## src/hw/rtl/npc_pkg.sv

```systemverilog
package npc_pkg;

  localparam int MAX_PACKET_BYTES = 512;
  localparam int POS_W            = $clog2(MAX_PACKET_BYTES + 1);
  localparam int START_W          = $clog2(MAX_PACKET_BYTES + 256);
  localparam int DESC_SLOTS       = 16;
  localparam int DESC_COUNT_W     = 5;
  localparam int CFG_IDX_W        = 3;
  localparam int CFG_DATA_W       = 64;
  localparam int MIN_PACKET_BYTES = 6;
  localparam int FIELD_START      = 4;

  localparam logic [CFG_IDX_W-1:0] CFG_SYNC_FIRST      = 3'd0;
  localparam logic [CFG_IDX_W-1:0] CFG_SYNC_SECOND     = 3'd1;
  localparam logic [CFG_IDX_W-1:0] CFG_SET_DESCRIPTOR  = 3'd2;
  localparam logic [CFG_IDX_W-1:0] CFG_KNOWN_DESC_LOW  = 3'd3;
  localparam logic [CFG_IDX_W-1:0] CFG_KNOWN_DESC_HIGH = 3'd4;
  localparam logic [CFG_IDX_W-1:0] CFG_KNOWN_DESC_CNT  = 3'd5;

  localparam logic [7:0] SYNC_FIRST_RST     = 8'd117;
  localparam logic [7:0] SYNC_SECOND_RST    = 8'd101;
  localparam logic [7:0] SET_DESCRIPTOR_RST = 8'd130;

  localparam logic PHASE_LEN  = 1'b0;
  localparam logic PHASE_DESC = 1'b1;

  typedef enum logic [2:0] {
    ST_OK       = 3'd0,
    ST_SHORT    = 3'd1,
    ST_HEADER   = 3'd2,
    ST_CHECK    = 3'd3,
    ST_UNKNOWN  = 3'd4,
    ST_ZERO_LEN = 3'd5,
    ST_CUT      = 3'd6
  } npc_status_e;

  typedef struct packed {
    logic [7:0]                   sync_first;
    logic [7:0]                   sync_second;
    logic [7:0]                   set_descriptor;
    logic [DESC_SLOTS-1:0][7:0]   desc_table;
    logic [DESC_COUNT_W-1:0]      desc_count;
  } npc_cfg_t;

  typedef struct packed {
    npc_status_e status;
    logic [7:0]  field_count;
    logic [15:0] computed_check;
  } npc_result_t;

endpackage

```

## src/hw/rtl/npc_walk.sv

```systemverilog
module npc_walk
  import npc_pkg::*;
(
  input  logic        clk_i,
  input  logic        rst_ni,
  input  logic        step_i,
  input  logic [7:0]  data_byte_i,
  input  logic        last_byte_i,
  input  npc_cfg_t    cfg_i,
  output npc_result_t result_o
);

  logic [POS_W-1:0]   pos_q, pos_d;
  logic [7:0]         held0_q, held1_q;
  logic [7:0]         sf_q, sf_d;
  logic [7:0]         ss_q, ss_d;
  logic [START_W-1:0] nfs_q, nfs_d;
  logic               phase_q, phase_d;
  npc_status_e        err_q, err_d;
  logic [7:0]         fields_q, fields_d;

  logic               overlong;
  logic               take;
  logic [POS_W-1:0]   idx;
  logic [7:0]         b;
  logic               known;
  logic [15:0]        received;
  npc_status_e        status;

  always_comb begin
    overlong = pos_q >= POS_W'(MAX_PACKET_BYTES);
    take     = pos_q >= POS_W'(2);
    idx      = pos_q - POS_W'(2);
    b        = held0_q;

    sf_d = take ? sf_q + b : sf_q;
    ss_d = take ? ss_q + sf_d : ss_q;

    known = 1'b0;
    for (int k = 0; k < DESC_SLOTS; k++) begin
      if ((DESC_COUNT_W'(k) < cfg_i.desc_count) && (cfg_i.desc_table[k] == b)) begin
        known = 1'b1;
      end
    end

    err_d    = err_q;
    phase_d  = phase_q;
    nfs_d    = nfs_q;
    fields_d = fields_q;
    if (take && !overlong && (err_q == ST_OK)) begin
      if (idx == POS_W'(0)) begin
        if (b != cfg_i.sync_first) err_d = ST_HEADER;
      end else if (idx == POS_W'(1)) begin
        if (b != cfg_i.sync_second) err_d = ST_HEADER;
      end else if (idx == POS_W'(2)) begin
        if (b != cfg_i.set_descriptor) err_d = ST_HEADER;
      end else if (idx >= POS_W'(FIELD_START)) begin
        if (phase_q == PHASE_DESC) begin
          if (fields_q != 8'hFF) fields_d = fields_q + 8'd1;
          if (!known) begin
            err_d = ST_UNKNOWN;
          end else begin
            phase_d = PHASE_LEN;
          end
        end
        if ((err_d == ST_OK) && (phase_d == PHASE_LEN) && (START_W'(idx) == nfs_q)) begin
          if (b == 8'd0) begin
            err_d = ST_ZERO_LEN;
          end else begin
            nfs_d   = START_W'(idx) + START_W'(b);
            phase_d = PHASE_DESC;
          end
        end
      end
    end

    pos_d    = overlong ? pos_q : pos_q + POS_W'(1);
    received = {held1_q, data_byte_i};

    if (overlong) begin
      status = ST_HEADER;
    end else if (pos_d < POS_W'(MIN_PACKET_BYTES)) begin
      status = ST_SHORT;
    end else if (err_d == ST_HEADER) begin
      status = ST_HEADER;
    end else if (received != {sf_d, ss_d}) begin
      status = ST_CHECK;
    end else if (err_d != ST_OK) begin
      status = err_d;
    end else if (phase_d == PHASE_DESC) begin
      status = ST_CUT;
    end else begin
      status = ST_OK;
    end
  end

  assign result_o.status         = status;
  assign result_o.field_count    = fields_d;
  assign result_o.computed_check = {sf_d, ss_d};

  always_ff @(posedge clk_i or negedge rst_ni) begin
    if (!rst_ni) begin
      pos_q    <= '0;
      held0_q  <= '0;
      held1_q  <= '0;
      sf_q     <= '0;
      ss_q     <= '0;
      nfs_q    <= START_W'(FIELD_START);
      phase_q  <= PHASE_LEN;
      err_q    <= ST_OK;
      fields_q <= '0;
    end else if (step_i) begin
      if (last_byte_i) begin
        pos_q    <= '0;
        held0_q  <= '0;
        held1_q  <= '0;
        sf_q     <= '0;
        ss_q     <= '0;
        nfs_q    <= START_W'(FIELD_START);
        phase_q  <= PHASE_LEN;
        err_q    <= ST_OK;
        fields_q <= '0;
      end else begin
        pos_q    <= pos_d;
        held0_q  <= held1_q;
        held1_q  <= data_byte_i;
        sf_q     <= sf_d;
        ss_q     <= ss_d;
        nfs_q    <= nfs_d;
        phase_q  <= phase_d;
        err_q    <= err_d;
        fields_q <= fields_d;
      end
    end
  end

endmodule

```

## config.mk

```make
export PLATFORM = sky130hd
export DESIGN_NAME = npc_walk
export DESIGN_NICKNAME = d
export VERILOG_FILES = /design/src/hw/rtl/npc_pkg.sv /design/src/hw/rtl/npc_walk.sv
export SDC_FILE = /design/constraint.sdc
export NUM_CORES = 1
export LEC_CHECK = 0
export BUFFER_PORTS_ARGS = -buffer_cell sky130_fd_sc_hd__buf_2
export CAP_MARGIN = 10
export CORE_ASPECT_RATIO = 1.5
export CORE_UTILIZATION = 37
export CTS_CLUSTER_DIAMETER = 200
export DETAILED_ROUTE_END_ITERATION = 8
export SKIP_CTS_REPAIR_TIMING = 1
export SYNTH_ARGS = -nofsm -noshare
export SYNTH_HDL_FRONTEND = slang
export SYNTH_SLANG_ARGS = --single-unit
```

## constraint.sdc

```tcl
create_clock -name clk_i -period 15.87 [get_ports clk_i]
set_input_delay 2.3805 -clock clk_i [delete_from_list [all_inputs] [get_ports clk_i]]
set_output_delay 2.3805 -clock clk_i [all_outputs]
set_load 0.02 [all_outputs]
```

==> results of run 1 <==
-- state kept, by name (all words and copies together), names as in the netlist --
signal,count
nfs_q,10
fields_q,8
sf_q,8
held1_q,8
err_q,3
pos_q,10
ss_q,8
phase_q,1
b,8
-- critical path, stage by stage (launching register included) --
cell and delay [ps]:
dfrtp_1 540, or4_4 660, nor4_4 290, buf_4 340, mux2i_1 430, inv_1 110
ha_1 290, a211oi_1 320, o21a_1 240, nor3b_1 70, o31ai_1 440, xor2_1 120
a311oi_1 320, nand4_1 230, nor3_2 190, and2_1 170, buf_2 170
-- cell usage after synthesis, types with 6 or more instances --
master	number
xnor2_1	122
xor2_1	76
nand2_1	64
dfrtp_1	63
o21ai_0	45
nor2_1	39
inv_1	32
a21oi_1	31
ha_1	29
nand4_1	29
clkbuf_1	21
nand3_1	20
nor2b_1	20
nor3_1	17
buf_1	16
a22o_1	14
nor4_1	14
a31o_2	13
a31oi_1	11
o31ai_1	11
a211oi_1	10
and3_1	10
nand4b_1	6
nor3b_1	6
o22ai_1	6
or2_2	6
-- per-stage QoR --
step / utilization / area [sq um] / total power (uW) / setup slack, ps
after floorplan: - / 7110 / 416 / 8360
after global placement: 0.441 / 8250 / 502 / 8480
after detailed placement: 0.441 / 8250 / 504 / 8490
after CTS: 0.457 / 8540 / 705 / 8190
after global routing: 0.457 / 8550 / 743 / 7830
final: 0.457 / 8550 / 701 / 8220
-- layout make-up --
type	instances	area, sq um	area share
multi-input cells	698	5140	0.602
diodes	1	2.50	0.000293
clock buffers	11	233	0.0272
flip-flops and latches	64	1600	0.188
repair buffers	207	1070	0.125
clock inverters	5	57.6	0.00673
inverters	33	124	0.0145
well taps	252	315	0.0369
-- layer usage --
metal  vias up  global-route usage  wire (microns)
li1       3365                   -               -
met1      3276               0.264            9170
met2       218               0.452           12200
met3        40              0.0374            1170
met4         0              0.0836             571
met5         -                   0               0
-- cells by family after synthesis --
logic type	share of synthesized area
XOR/XNOR	0.250
multiplexers	0.0104
adder cells (fa/ha/maj)	0.0594
AO/OA/AOI/OAI	0.187
flip-flops	0.225
buffers and inverters	0.0515
AND/OR/NAND/NOR	0.216
-- power groups by stage --
stage | clock, uW | sequential [uW] | combinational (uW)
after floorplan | 0 | 189 | 227
after global placement | 0 | 194 | 308
after detailed placement | 0 | 194 | 310
after CTS | 202 | 191 | 311
after global routing | 209 | 194 | 340
final | 200 | 192 | 309
-- final timing paths --
path | startpoint | to | slack, ps | cells after the start
setup / recovery | pos_q[4]$_DFFE_PN0P_ | result_o[26] | 8220 | 16
hold / removal | nfs_q[2]$_DFFE_PN1P_ | nfs_q[2]$_DFFE_PN1P_ | 480 | 2
setup reg to reg | pos_q[4]$_DFFE_PN0P_ | ss_q[7]$_DFFE_PN0P_ | 11410 | 14
hold reg to reg | nfs_q[2]$_DFFE_PN1P_ | nfs_q[2]$_DFFE_PN1P_ | 480 | 2
max in group asynchronous | rst_ni | ss_q[3]$_DFFE_PN0P_ | 13050 | 2
min in group asynchronous | rst_ni | held1_q[6]$_DFFE_PN0P_ | 2230 | 2
==> impl_results.md, run 1 <==
- Status: finished clean
- Syn_nets: 1045
- Initial DRC Count: 405
- Final setup fails: 0
- Tot GR Track Use: 0.238
- Sw Ratio: 0.390
- Synth Register Bits: 64
- Relative slew slack: 0.357
- Slew Limit Fails: 0
- MaxCap Viol Count: 0
- DR vias: 6899
- Die Width: 115 microns
- CP Data Required Time: 13490 ps
- Worst VDD drop: 0.0000580 V
- Area contributors post-synth: dfrtp_1 (22%), xnor2_1 (15%), xor2_1 (9.4%), ha_1 (5.1%), nand2_1 (3.4%)
- Vias per inst: 5.43
- Hold Path Class: register to register
- Hold Vio Cnt, Final: 0
- Die ar.: 19800 sq um
- Ys async rst share: 1.00
- Final Cycle Share: 0.482
- Clock tree buffer depth: 2
- Post-Layout Cell Count: 1271
- Number of global-route vias before repair: 6887
- Switching power: 273 uW
- RSZ-0062 raised after global routing: no
- Clock sink count: 64
- Dominant synthesized flop cell: dfrtp_1
- H-Tree Depth: 3
- Crit path capture type: output port
- Power share of the clock group: 0.285
- Nets: 1214
- GRT Residual Overflow: 0
- PwrDens: 82.0 nW/um^2
- Std cell rows: 61
- Syn Inst Count: 844
- CTS tree: yes
- Core Box Area: 18700 sq um
- Logic pwr share: 0.441
- Mapped cell area: 7110 sq um
- Post-synthesis sequential area ratio: 0.225
- Port bufs: 195
- DRC: 0
- TNS Setup: 0 ps
- CTS clk-pin slew, worst paths: 60 ps
- Warnings from Yosys: 0
- Initial antenna violation count: 1
- Share of post-route cells with drive strength above 1: 0.263
- Final clock skew: 9.53 ps
- CP Data Arrival Time: 5270 ps
- Layout area overhead: 20.1%
- Drt first pass iters: 5
- Standby leakage power: 0.00387 uW
- Max Clock Freq: 0.131 GHz
- CTS Buf Count: 9
- Worst Max-Slew Pin Slew: 964 ps
- Minimum clock period after layout: 7650 ps
- Detailed Place HPWL: 17.2 mm
- Final ANT Viol Nets: 0
- Top cell type's share of synthesized area: 0.222
- Gp weighted congestion: 0.829
- Setup Crit Path Kind: register to output port
- Skew-Pair Late Insertion Delay: 340 ps
- Sequential Power Share: 0.273
- First-pass GRT wire length: 36.3 mm
- Crit path max fanout: 28
- Starting Density: 0.380
- Mean routed wirelength per cell: 18.2 microns
- Syn_area_per_cell: 8.43 sq um
- Most frequent cells in the layout: buf_2 (195), xnor2_1 (122), xor2_1 (76)
- Boundary pin count: 196
- Placed Cells: 1254
- Number of fill cells: 1887
- Die span in y: 172 microns
- Number of distinct library cells after synthesis: 84
- CP startpoint kind: register
- Post-synth EDFFs: 0
- WHS: 481 ps
- Commonest non-fill, non-tap cell in the layout: buf_2
- Internal power: 428 uW
- Largest net degree at the start of global routing: 65
- Final WL: 23.2 mm
- Root Buffer: clkbuf_16
- Yosys top cell by area: dfrtp_1
Power figures use the tool's default switching activity.
==> run 2: changes to the inputs <==
==> constraint.sdc (replaced) <==
create_clock -name clk_i -period 6.6 [get_ports clk_i]
set_input_delay 0.99 -clock clk_i [delete_from_list [all_inputs] [get_ports clk_i]]
set_output_delay 0.99 -clock clk_i [all_outputs]
set_load 0.02 [all_outputs]
==> run 2 against run 1 <==
First-iteration DRC count increased by 7.4%. Combinational power increased by 140%. Global-route usage increased by 0.23 points. Power increased by 140%. Final cell count increased by 0.24%. Clock skew increased by 1.9 ps. Sequential cell count unchanged. Register-to-register slack got worse by 9200 ps. Clock-buffer cell count unchanged. Via count decreased by 0.26%. Largest power group unchanged.
==> impl_results.md, run 2 (same netlist as run 1, synthesis figures left out) <==
- Final Cycle Share: 0.951
- WL met1: 9.54 mm
- Largest net degree at the start of global routing: 65
- Core Box Area: 18700 sq um
- CTS Buf Count: 9
- Final Util: 0.458
- PwrDens: 197 nW/um^2
- Met3 Wirelength: 1.09 mm
- Post-DP Area: 8280 sq um
- Final ANT Viol Nets: 0
- Internal power: 1020 uW
- Share of post-route cells with drive strength above 1: 0.267
- Tot GR Track Use: 0.241
- Reg2reg start: pos_q[1]$_DFFE_PN0P_
- Pre-CTS setup slack: 762 ps
- Die ar.: 19800 sq um
- Relative slew slack: 0.413
- Hold Path Class: register to register
- Sequential Power Share: 0.272
- Die Width: 115 microns
- MaxCap Viol Count: 0
- Top sig layer: met4
- Commonest non-fill, non-tap cell in the layout: buf_2
- Sw Ratio: 0.396
- Met2 wire length: 11.7 mm
- CP startpoint kind: register
- Status: finished clean
- Crit path max fanout: 14
- DRC: 0
- R2r setup slk: 2220 ps
- Clock tree buffer depth: 2
- Port bufs: 195
- Detailed Place HPWL: 17.2 mm
- Initial DRC Count: 435
- RSZ-0062 raised after global routing: no
- Boundary pin count: 196
- Switching power: 667 uW
- Logic pwr share: 0.444
- Hold Path Origin: nfs_q[2]$_DFFE_PN1P_
- Skew-Pair Late Insertion Delay: 340 ps
- FF-to-FF path depth: 10
- Hold depth: 2
- Final clock skew: 11.4 ps
- Max Clock Freq: 0.159 GHz
- Hold Vio Cnt, Final: 0
- Power share of the clock group: 0.284
- Non-Filler Cell Area, Final: 8570 sq um
- Mean routed wirelength per cell: 18.1 microns
- Biggest regs: nfs_q x10, pos_q x10
- Standby leakage power: 0.00389 uW
- Minimum clock period after layout: 6280 ps
- H-Tree Depth: 3
- DR vias: 6881
- CP Data Required Time: 5610 ps
- Most frequent cells in the layout: buf_2 (195), xnor2_1 (122), xor2_1 (76)
- RR Endpoint: nfs_q[4]$_DFFE_PN0P_
- Worst Max-Slew Pin Slew: 881 ps
- Die span in y: 172 microns
- Root Buffer: clkbuf_16
- Setup slack after layout: 324 ps
- Number of fill cells: 1859
- Std cell rows: 61
- Gp weighted congestion: 0.887
- TNS Setup: 0 ps
- Starting Density: 0.380
- Worst VDD drop: 0.000129 V
- CP Data Arrival Time: 5290 ps
- First-pass GRT wire length: 36.7 mm
- Final WL: 23.0 mm
- Slew Limit Fails: 0
- GRT Residual Overflow: 0
- Nets: 1217
- Number of global-route vias before repair: 6909
- Drt first pass iters: 5
- CTS clk-pin slew, worst paths: 60 ps
- CTS tree: yes
- Vias per inst: 5.40
- WHS: 479 ps
- Setup Crit Path Kind: register to output port
- Initial antenna violation count: 1
- Final setup fails: 0
- Crit path capture type: output port
- Clock sink count: 64
- Hold Path End: nfs_q[2]$_DFFE_PN1P_
- Layout area overhead: 20.5%
## run 2: cell count changes in the layout (fill, tap and decap cells not counted)
cell        before  now
clkbuf_1         2    0
clkinv_4         0    1
bufinv_16        1    0
buf_4           12   15
inv_6            0    2
clkbuf_8         0    2
clkinvlp_4       3    1
## run 2: area by class of cell
type	count	area, sq um	area share
Antenna cell	1	2.50	0.000292
Clock buffer	11	253	0.0295
Multi-Input combinational cell	698	5140	0.600
Tap cell	252	315	0.0368
Timing Repair Buffer	210	1090	0.127
Clock inverter	5	38.8	0.00453
Sequential cell	64	1600	0.187
Inverter	33	124	0.0145
## run 2: worst max-delay path by stage
stage	from	to	slack [ps]
5_1_grt	pos_q[4]$_DFFE_PN0P_	result_o[26]	30
3_3_place_gp	pos_q[4]$_DFFE_PN0P_	result_o[26]	870
6_report	pos_q[4]$_DFFE_PN0P_	result_o[26]	320
3_5_place_dp	pos_q[4]$_DFFE_PN0P_	result_o[26]	760
2_1_floorplan	pos_q[2]$_DFFE_PN0P_	result_o[26]	480
4_1_cts	pos_q[4]$_DFFE_PN0P_	result_o[26]	370
## run 2: routing by layer
metal | vias up | GRT usage
met3 | 44 | 0.0268
met2 | 229 | 0.442
li1 | 3372 | -
met5 | - | 0
met1 | 3236 | 0.278
met4 | 0 | 0.103
## run 2: critical path, stage by stage (launching register included)
cell and delay [ps]:
dfrtp_1 530, or4_4 660, nor4_4 360, buf_4 260, mux2i_1 370, inv_1 100
ha_1 280, a211oi_1 330, o21a_1 240, nor3b_1 70, o31ai_1 420, xor2_1 130
a311oi_1 430, nand4_1 250, nor3_2 190, and2_1 160, buf_2 160
## run 2: through the flow
| stage | cells | total power (uW) |
|---|---|---|
| 2_1_floorplan | 844 | 1000 |
| 4_1_cts | 1273 | 1690 |
| 3_5_place_dp | 1257 | 1210 |
| 5_1_grt | 1274 | 1790 |
| 6_report | 1274 | 1680 |
| 3_3_place_gp | 1257 | 1210 |
## run 2: power groups by stage
| stage | Sequential (uW) | Combinational, uW | Clock, uW |
|---|---|---|---|
| final | 459 | 748 | 478 |
| after global routing | 464 | 826 | 499 |
| after CTS | 459 | 751 | 483 |
| after detailed placement | 466 | 746 | 0 |
| after global placement | 466 | 742 | 0 |
| after floorplan | 456 | 545 | 0 |
